--- config.mk ---
export PLATFORM = sky130hd
export DESIGN_NAME = ddo_div
export DESIGN_NICKNAME = d
export VERILOG_FILES = /design/src/sv/ddo_pkg.sv /design/src/sv/ddo_div.sv
export SDC_FILE = /design/constraint.sdc
export NUM_CORES = 1
export LEC_CHECK = 0
export BUFFER_PORTS_ARGS = -buffer_cell sky130_fd_sc_hd__buf_2
export CORE_MARGIN = 8
export CORE_UTILIZATION = 25
export CTS_BUF_LIST = sky130_fd_sc_hd__clkbuf_8
export DETAILED_ROUTE_END_ITERATION = 10
export GPL_TIMING_DRIVEN = 0
export PLACE_DENSITY = 0.46
export SETUP_SLACK_MARGIN = 0.2
export SLEW_MARGIN = 25
export SYNTH_ARGS = -nofsm -noshare
export SYNTH_HDL_FRONTEND = slang
export SYNTH_SLANG_ARGS = --single-unit
--- constraint.sdc ---
create_clock -name clk -period 4.1 [get_ports clk]
set_input_delay 0.205 -clock clk [delete_from_list [all_inputs] [get_ports clk]]
set_output_delay 0.205 -clock clk [all_outputs]
set_load 0.02 [all_outputs]
--- src/sv/ddo_pkg.sv ---
// Shared types, constants and the quarter-wave sine ROM contents for the
// differential-drive odometry core. No dependencies.
`default_nettype none

package ddo_pkg;

    // Sine ROM geometry
    localparam int SINE_TABLE_DEPTH = 1024;
    localparam int SINE_ADDR_W      = $clog2(SINE_TABLE_DEPTH);
    localparam logic [63:0] HALF_PI_Q30 = 64'd1686629713;
    localparam logic signed [15:0] Q14_ONE = 16'sd16384;

    // Register map
    localparam logic [1:0] REG_DIST_PER_COUNT = 2'd0;
    localparam logic [1:0] REG_HEAD_PER_COUNT = 2'd1;
    localparam logic [1:0] REG_RAD_PER_COUNT  = 2'd2;

    localparam logic [23:0] DIST_RESET = 24'd9517;
    localparam logic [30:0] HEAD_RESET = 31'd2584939;
    localparam logic [30:0] RAD_RESET  = 31'd16241626;

    typedef logic [15:0] sine_rom_t [SINE_TABLE_DEPTH];

    // Sequencer states
    typedef enum logic [4:0] {
        ST_IDLE,
        ST_MUL_S,
        ST_MUL_T,
        ST_MUL_H,
        ST_LUT_C,
        ST_MUL_X,
        ST_MUL_XL,
        ST_ACC_X,
        ST_MUL_YL,
        ST_ACC_Y,
        ST_LIN_K,
        ST_LIN_GO,
        ST_LIN_WAIT,
        ST_LIN_FIN,
        ST_ANG_K,
        ST_ANG_GO,
        ST_ANG_WAIT,
        ST_ANG_FIN,
        ST_QZ,
        ST_QW,
        ST_QDONE,
        ST_OUT
    } state_t;

    // Divider request and response
    typedef struct packed {
        logic        start;
        logic [31:0] hi;
        logic [31:0] lo;
        logic [31:0] den;
    } div_req_t;

    typedef struct packed {
        logic        done;
        logic        ovf;
        logic [31:0] quo;
    } div_rsp_t;

    // Quarter-wave sine in Q1.14, built from a fixed-point Taylor series
    function automatic sine_rom_t build_sine_rom();
        sine_rom_t           t;
        logic [63:0]         x;
        logic [63:0]         x2;
        logic [63:0]         term;
        logic signed [63:0]  sum;
        logic signed [63:0]  v;
        for (int i = 0; i < SINE_TABLE_DEPTH; i++)
        begin
            x    = 64'(i) * HALF_PI_Q30 / SINE_TABLE_DEPTH;
            x2   = (x * x) >> 30;
            term = x;
            sum  = signed'(x);
            term = ((term * x2) >> 30) / 64'd6;
            sum  = sum - signed'(term);
            term = ((term * x2) >> 30) / 64'd20;
            sum  = sum + signed'(term);
            term = ((term * x2) >> 30) / 64'd42;
            sum  = sum - signed'(term);
            term = ((term * x2) >> 30) / 64'd72;
            sum  = sum + signed'(term);
            term = ((term * x2) >> 30) / 64'd110;
            sum  = sum - signed'(term);
            term = ((term * x2) >> 30) / 64'd156;
            sum  = sum + signed'(term);
            if (sum < 0)
                sum = 0;
            v = (sum + 64'sd32768) >>> 16;
            if (v > 64'sd16384)
                v = 64'sd16384;
            t[i] = v[15:0];
        end
        return t;
    endfunction

    localparam sine_rom_t SINE_ROM = build_sine_rom();

endpackage

`default_nettype wire

--- src/sv/ddo_div.sv ---
// Restoring divider, one quotient bit per cycle, 32 steps.
// Depends on ddo_pkg for the request and response structs.
`default_nettype none

module ddo_div (
    input  wire logic              clk,
    input  wire logic              rst_n,
    input  wire ddo_pkg::div_req_t req,
    output      ddo_pkg::div_rsp_t rsp
);
    import ddo_pkg::*;

    logic        busy_reg;
    logic        done_reg;
    logic [4:0]  cnt_reg;
    logic [31:0] rem_reg;
    logic [31:0] quo_reg;
    logic [31:0] den_reg;
    logic        ovf_reg;

    logic [32:0] trial;
    logic        fits;
    logic [32:0] diff_val;

    // One restoring step
    always_comb
    begin
        trial    = {rem_reg, quo_reg[31]};
        fits     = trial >= {1'b0, den_reg};
        diff_val = trial - {1'b0, den_reg};
    end

    // Control
    always_ff @(posedge clk or negedge rst_n)
    begin
        if (!rst_n)
        begin
            busy_reg <= 1'b0;
            done_reg <= 1'b0;
            cnt_reg  <= '0;
        end
        else if (req.start)
        begin
            busy_reg <= 1'b1;
            done_reg <= 1'b0;
            cnt_reg  <= '0;
        end
        else if (busy_reg)
        begin
            cnt_reg <= cnt_reg + 5'd1;
            if (cnt_reg == 5'd31)
            begin
                busy_reg <= 1'b0;
                done_reg <= 1'b1;
            end
        end
        else
        begin
            done_reg <= 1'b0;
        end
    end

    // Datapath
    always_ff @(posedge clk)
    begin
        if (req.start)
        begin
            rem_reg <= req.hi;
            quo_reg <= req.lo;
            den_reg <= req.den;
            ovf_reg <= req.hi >= req.den;
        end
        else if (busy_reg)
        begin
            rem_reg <= fits ? diff_val[31:0] : trial[31:0];
            quo_reg <= {quo_reg[30:0], fits};
        end
    end

    assign rsp.done = done_reg;
    assign rsp.ovf  = ovf_reg;
    assign rsp.quo  = quo_reg;

endmodule

`default_nettype wire

==> results.sh, run 1 <==
export IMPL_status="finished clean"
export IMPL_clock_latency_ns=0.40
export IMPL_gp_congestion=0.796
export IMPL_cap_violations=0
export IMPL_worst_path_max_fanout=4
export IMPL_ys_seq_area_share_pct=43.3
export IMPL_synth_edf_count=97
export IMPL_worst_slew_pin_slew_ns=0.870
export IMPL_antenna_cells=0
export IMPL_start_kind="register"
export IMPL_h_tree_depth=3
export IMPL_clockRootBuffer="clkbuf_8"
export IMPL_crit_slowest_cell="edfxtp_1"
export IMPL_grt_pass1_wl_um=32000
export IMPL_yosys_area_top_type="edfxtp_1"
export IMPL_grt_max_degree=39
export IMPL_min_period_ns=3.71
export IMPL_core_area_sq_um=28400
export IMPL_ir_worst_vdd_mv=0.273
export IMPL_grt_total_usage_pct=12.0
export IMPL_ys_async_sr_fraction_pct=6.73
export IMPL_mostFrequentLayoutCell="buf_2"
export IMPL_ff2ff_path_depth=12
export IMPL_totalWireLength_um=20100
export IMPL_drv_slew=0
export IMPL_synthTopCellsByArea="edfxtp_1, ha_1, mux2_2, inv_1, a21oi_1"
export IMPL_antenna_found_initial=1
export IMPL_syn_nets=831
export IMPL_synth_distinct_cells=64
export IMPL_die_area_sq_um=34200
export IMPL_finalNetCount=1008
export IMPL_post_cts_buffers=0
export IMPL_start_util_pct=25.1
export IMPL_hold_class="in2reg"
export IMPL_port_buffers=132
export IMPL_p_per_area_nw_per_um2=566
export IMPL_cts_tree="built"
export IMPL_cts_buffers=9
export IMPL_synth_warning_count=0
export IMPL_final_cell_mix="buf_2, edfxtp_1, inv_1"
export IMPL_syn_area_per_cell_sq_um=10.7
export IMPL_wl_per_cell_um=16.4
export IMPL_io_pins=133
export IMPL_cts_clk_slew_worst_paths_ns=0.12
export IMPL_ys_ff_latch=104
export IMPL_netlist_area_sq_um=7130
export IMPL_arrival_ns=3.87
export IMPL_grt_pass1_vias=6085
export IMPL_end_kind="register"
export IMPL_crit_required_ns=4.26
export IMPL_ant_nets=0
export IMPL_grt_setup_unrepaired="no"
export IMPL_post_dp_cell_area_sq_um=8300
export IMPL_min_period_over_period_pct=90.5
export IMPL_synth_ff_type="edfxtp_1"
export IMPL_yosysTopAreaCellShare_pct=40.8
export IMPL_vias_per_cell=4.45
export IMPL_drt_initial_drc_count=280
export IMPL_drt_pre_antenna_iters=4
export IMPL_power_w=0.00500
export IMPL_drive_gt1_share_pct=26.3
export IMPL_max_slew_margin_pct=42.0
export IMPL_finalHoldViolCount=0
export IMPL_synthCells=665
export IMPL_cp_cell_sequence="inv_1 -> ha_1 -> inv_1 -> fa_1 -> a21o_1 -> a221o_1 -> a221oi_2 -> a31oi_1 -> o31a_1 -> a311oi_2 -> nor4b_2 -> nor4_2"
export IMPL_stdcell_area_sq_um=8840
export IMPL_leakage_nw=3.92
export IMPL_cp_common_cell="inv_1"
export IMPL_std_cell_rows=62
export IMPL_skew_ns=0.0188
export IMPL_r2r_slack_ns=0.39
export IMPL_drc=0
export IMPL_cts_buffer_depth=2
export IMPL_fmaxAchievable_mhz=269
export IMPL_die_h_um=185
export IMPL_die_x_um=185
export IMPL_path_class="reg2reg"
export IMPL_place_hpwl_um=15700
export IMPL_area_growth_pct=23.9
export IMPL_clock_sinks=104
export IMPL_setup_violations_final=0
export IMPL_hold_depth=2
export IMPL_vias=5481
export IMPL_cp_slowest_stage_delay_ns=0.45
export IMPL_overflow=0
[power by group]
part | leakage [nW] | total, W | switching (W) | internal (W)
combinational | 2.72 | 0.00270 | 0.00149 | 0.00121
sequential | 1.09 | 0.00160 | 0.000128 | 0.00147
clock | 0.110 | 0.000706 | 0.000413 | 0.000293
total | 3.92 | 0.00500 | 0.00204 | 0.00297
[path summary, 6_finish.rpt]
check                            startpoint     endpoint
worst max-delay path            quo_reg[31]  rem_reg[30]
worst min-delay path                req[62]  quo_reg[30]
worst max register to register  quo_reg[31]  rem_reg[30]
worst min register to register   cnt_reg[4]   cnt_reg[4]
max in group asynchronous             rst_n   cnt_reg[0]
min in group asynchronous             rst_n   cnt_reg[2]
[per-layer routing]
layer	up-vias	part of all wire [%]	global-route usage (%)
met3	8	7.4	4.41
met4	2	0.47	1.92
met5	-	0.065	0
met1	2549	45	14.6
met2	135	47	20.3
li1	2787	-	-
[what timing repair did]
item,4_1_cts,5_1_grt
hold buffers,33,0
setup endpoints to repair,0,1
gates resized for setup,0,1
endpoints found under the hold margin,39,0
[cell families after synthesis]
| logic type | count (synthesis) | synth area share [%] |
|---|---|---|
| flops | 104 | 43.3 |
| simple gates | 145 | 10.8 |
| buf+inv | 101 | 5.75 |
| mux | 70 | 11.0 |
| xor+xnor | 28 | 3.44 |
| compound gates | 150 | 13.9 |
| fa+ha+maj | 67 | 11.9 |
[synthesized netlist by cell type (3+ instances only)]
| master | instances |
|---|---|
| a211oi_1 | 3 |
| a21o_1 | 25 |
| a21oi_1 | 48 |
| a31oi_1 | 10 |
| and2_1 | 3 |
| and3_1 | 6 |
| buf_2 | 7 |
| clkbuf_1 | 17 |
| dfrtp_1 | 7 |
| edfxtp_1 | 97 |
| ha_1 | 66 |
| inv_1 | 73 |
| mux2_1 | 14 |
| mux2_2 | 49 |
| mux2i_1 | 6 |
| nand2_1 | 36 |
| nand2b_1 | 5 |
| nand3_1 | 10 |
| nand4_1 | 10 |
| nor2_1 | 24 |
| nor2b_1 | 16 |
| nor3_1 | 13 |
| nor4_1 | 5 |
| nor4b_1 | 5 |
| o21a_1 | 6 |
| o21ai_0 | 16 |
| o21ai_1 | 10 |
| o21bai_1 | 5 |
| xnor2_1 | 14 |
| xor2_1 | 14 |
[per-stage QoR]
| step | setup TNS [ns] | cells | util, % | setup WS [ns] | hold slack (ns) |
|---|---|---|---|---|---|
| final | 0 | 1231 | 31.1 | 0.389 | 0.0940 |
| after global routing | 0 | 1231 | 31.1 | 0.216 | 0.0647 |
| after CTS | 0 | 1231 | 31.1 | 0.380 | 0.0657 |
| after detailed placement | 0 | 1182 | 29.2 | 0.421 | 0.0486 |
| after global placement | -11.05 | 1181 | 29.1 | -0.179 | 0.0515 |
| after floorplan | 0 | 665 | - | 0.790 | -0.0906 |
[final cells by class]
| cell class | count | area, sq um |
|---|---|---|
| plain buffers | 28 | 136 |
| clock buffers | 9 | 124 |
| clock inverters | 7 | 77.6 |
| fillers | 3053 | 19600 |
| inverters | 73 | 274 |
| multi-input cells | 460 | 3650 |
| flip-flops and latches | 104 | 3090 |
| well taps | 384 | 480 |
| repair buffers | 166 | 1010 |
[worst max-delay path, delay by kind of cell (launching register included)]
family / cells / cell delay (ns)
DFF: 1 / 0.45
buffers and inverters: 2 / 0.15
AOI/OAI and AO/OA: 6 / 1.91
adders and majority gates: 2 / 0.59
and+or+nand+nor: 2 / 0.35
Note: power is estimated with default switching activity, not from simulation.
==> run 2, diff against run 1 <==
Settings changed: ABC_AREA set to 1.
==> results.sh, run 2 <==
export IMPL_status="finished clean"
export IMPL_yosys_area_top_type="edfxtp_1"
export IMPL_grt_max_degree=36
export IMPL_setup_violations_final=0
export IMPL_min_period_ns=2.76
export IMPL_drv_slew=0
export IMPL_netlist_area_sq_um=8040
export IMPL_grt_pass1_vias=7578
export IMPL_cap_violations=0
export IMPL_grt_pass1_wl_um=41200
export IMPL_ys_async_sr_fraction_pct=6.73
export IMPL_worst_path_max_fanout=4
export IMPL_cts_buffers=9
export IMPL_port_buffers=132
export IMPL_pwr_share_seq_pct=28.9
export IMPL_path_buf_inv=2
export IMPL_finalNetCount=1461
export IMPL_drt_pre_antenna_iters=6
export IMPL_synth_most_common_cell="nand2_1"
export IMPL_antenna_cells=0
export IMPL_synthTopCellsByArea="edfxtp_1, nand2_1, ha_1, inv_1, nand3_1"
export IMPL_fillerInstances=3455
export IMPL_switching_share_pct=47.6
export IMPL_synthTopCellsByCount="nand2_1, inv_1, edfxtp_1"
export IMPL_fin_ws_ns=1.34
export IMPL_crit_required_ns=4.29
export IMPL_power_internal_w=0.00282
export IMPL_cts_buffer_depth=2
export IMPL_h_tree_depth=3
export IMPL_final_cell_mix="nand2_1, inv_1, buf_2"
export IMPL_grt_total_usage_pct=13.5
export IMPL_core_area_sq_um=31600
export IMPL_antenna_found_initial=2
export IMPL_die_h_um=195
export IMPL_gp_congestion=0.917
export IMPL_syn_area_per_cell_sq_um=7.19
export IMPL_mostFrequentLayoutCell="nand2_1"
export IMPL_ys_ff_latch=104
export IMPL_p_clk_share_pct=13.1
export IMPL_std_cell_rows=65
export IMPL_ys_seq_area_share_pct=38.4
export IMPL_combinationalPowerShare_pct=58.0
export IMPL_clock_sinks=104
export IMPL_path_class="reg2reg"
export IMPL_grt_setup_unrepaired="no"
export IMPL_io_pins=133
export IMPL_cts_clk_slew_worst_paths_ns=0.14
export IMPL_syn_nets=1284
export IMPL_wl_per_cell_um=15.0
export IMPL_crit_slowest_cell="fa_1"
export IMPL_die_area_sq_um=38200
export IMPL_place_hpwl_um=20900
export IMPL_skew_ns=0.0268
export IMPL_ant_nets=0
export IMPL_arrival_ns=2.95
export IMPL_cp_slowest_stage_delay_ns=0.44
export IMPL_max_slew_margin_pct=37.0
export IMPL_drive_gt1_share_pct=14.8
export IMPL_clock_latency_ns=0.41
export IMPL_finalHoldViolCount=0
export IMPL_synth_warning_count=0
export IMPL_switchingPower_w=0.00256
export IMPL_hold_class="in2reg"
export IMPL_cp_common_cell="nand2_1"
export IMPL_worst_slew_pin_slew_ns=0.946
export IMPL_synth_ff_type="edfxtp_1"
export IMPL_drc=0
export IMPL_p_per_area_nw_per_um2=551
export IMPL_clockRootBuffer="clkbuf_8"
export IMPL_overflow=0
export IMPL_synthCells=1118
export IMPL_area_growth_pct=21.5
export IMPL_start_kind="register"
export IMPL_ir_worst_vdd_mv=0.192
export IMPL_totalWireLength_um=25600
export IMPL_die_x_um=195
export IMPL_end_kind="register"
export IMPL_yosysTopAreaCellShare_pct=36.2
export IMPL_drt_initial_drc_count=366
export IMPL_cp_cell_sequence="inv_1 -> ha_1 -> inv_1 -> fa_1 -> nand3_1 -> nand3_1 -> nand2_1 -> nand2_1 -> nand2_1 -> nand2_1 -> nand2_1 -> nand2_1 -> nand2_1 -> nand3_1 -> nand2_1 -> nand2_1"
export IMPL_vias=7411
export IMPL_start_util_pct=25.4
export IMPL_min_period_over_period_pct=67.4
export IMPL_vias_per_cell=4.35
export IMPL_fin_hold_ws_ns=0.0475
export IMPL_dp_slack_ns=1.03
export IMPL_fmaxAchievable_mhz=362
export IMPL_synth_edf_count=97
export IMPL_leakage_nw=5.26
export IMPL_synth_distinct_cells=37
export IMPL_cts_tree="built"
export IMPL_critPathTopFamily="simple AND/OR/NAND/NOR gates"
==> run 2: path summary, 6_finish.rpt <==
kind	startpoint	end	slack, ns	depth (start not counted)
max	quo_reg[31]	rem_reg[28]	1.34	16
min in group asynchronous	rst_n	done_reg	0.15	2
max in group asynchronous	rst_n	cnt_reg[2]	3.79	2
min reg2reg	cnt_reg[4]	cnt_reg[4]	0.50	2
max reg2reg	quo_reg[31]	rem_reg[28]	1.34	16
min	req[49]	quo_reg[17]	0.05	3
==> run 2: cells by family after synthesis <==
group                    synth area share [%]
flip-flops                               38.4
buffers and inverters                    11.5
AND/OR/NAND/NOR                          34.3
XOR/XNOR                                 1.52
adder cells (fa/ha/maj)                  10.5
AO/OA/AOI/OAI                            3.76
==> run 2: tightest hold or removal path, cell delays in order <==
cell	delay, ns
buf_2	0.07
nand2_1	0.04
nand2_1	0.05
==> run 2: layout make-up <==
type / count / area, sq um / area share (%)
repair buffers: 166 / 1010 / 10.3
clock inverters: 7 / 86.3 / 0.884
multi-input cells: 783 / 4030 / 41.2
clock buffers: 9 / 124 / 1.27
flip-flops and latches: 104 / 3090 / 31.6
inverters: 206 / 776 / 7.94
plain buffers: 25 / 155 / 1.59
well taps: 402 / 503 / 5.15
==> run 2: metrics by stage <==
step	total power, W	TNS (ns)	area (sq um)	std cells	util, %
finish	0.00538	0	9770	1702	30.9
floorplan	0.00381	0	8040	1118	-
detailed placement	0.00468	0	9230	1653	29.2
global placement	0.00468	-27.99	9210	1652	29.1
global route	0.00591	0	9770	1702	30.9
CTS	0.00542	0	9770	1702	30.9
==> run 2: routing by layer <==
layer	track usage [%]	vias up	wire [um]
met5	0	-	18
met4	3.71	4	468
met3	2.53	30	1030
met2	23.1	150	12000
met1	17.1	3358	12000
li1	-	3869	-
==> run 2: what timing repair did <==
action                    CTS  global route
hold endpoints to repair   39             0
hold buffers               33             0
buffers inserted            0             0
gates resized for setup     0             0
==> run 2: power by group through the flow <==
| stage | Sequential [W] | Clock [W] | Combinational [W] |
|---|---|---|---|
| after global placement | 0.00157 | 0 | 0.00311 |
| final | 0.00155 | 0.000704 | 0.00312 |
| after global routing | 0.00159 | 0.000758 | 0.00357 |
| after detailed placement | 0.00158 | 0 | 0.00310 |
| after CTS | 0.00156 | 0.000726 | 0.00314 |
| after floorplan | 0.00158 | 0 | 0.00222 |
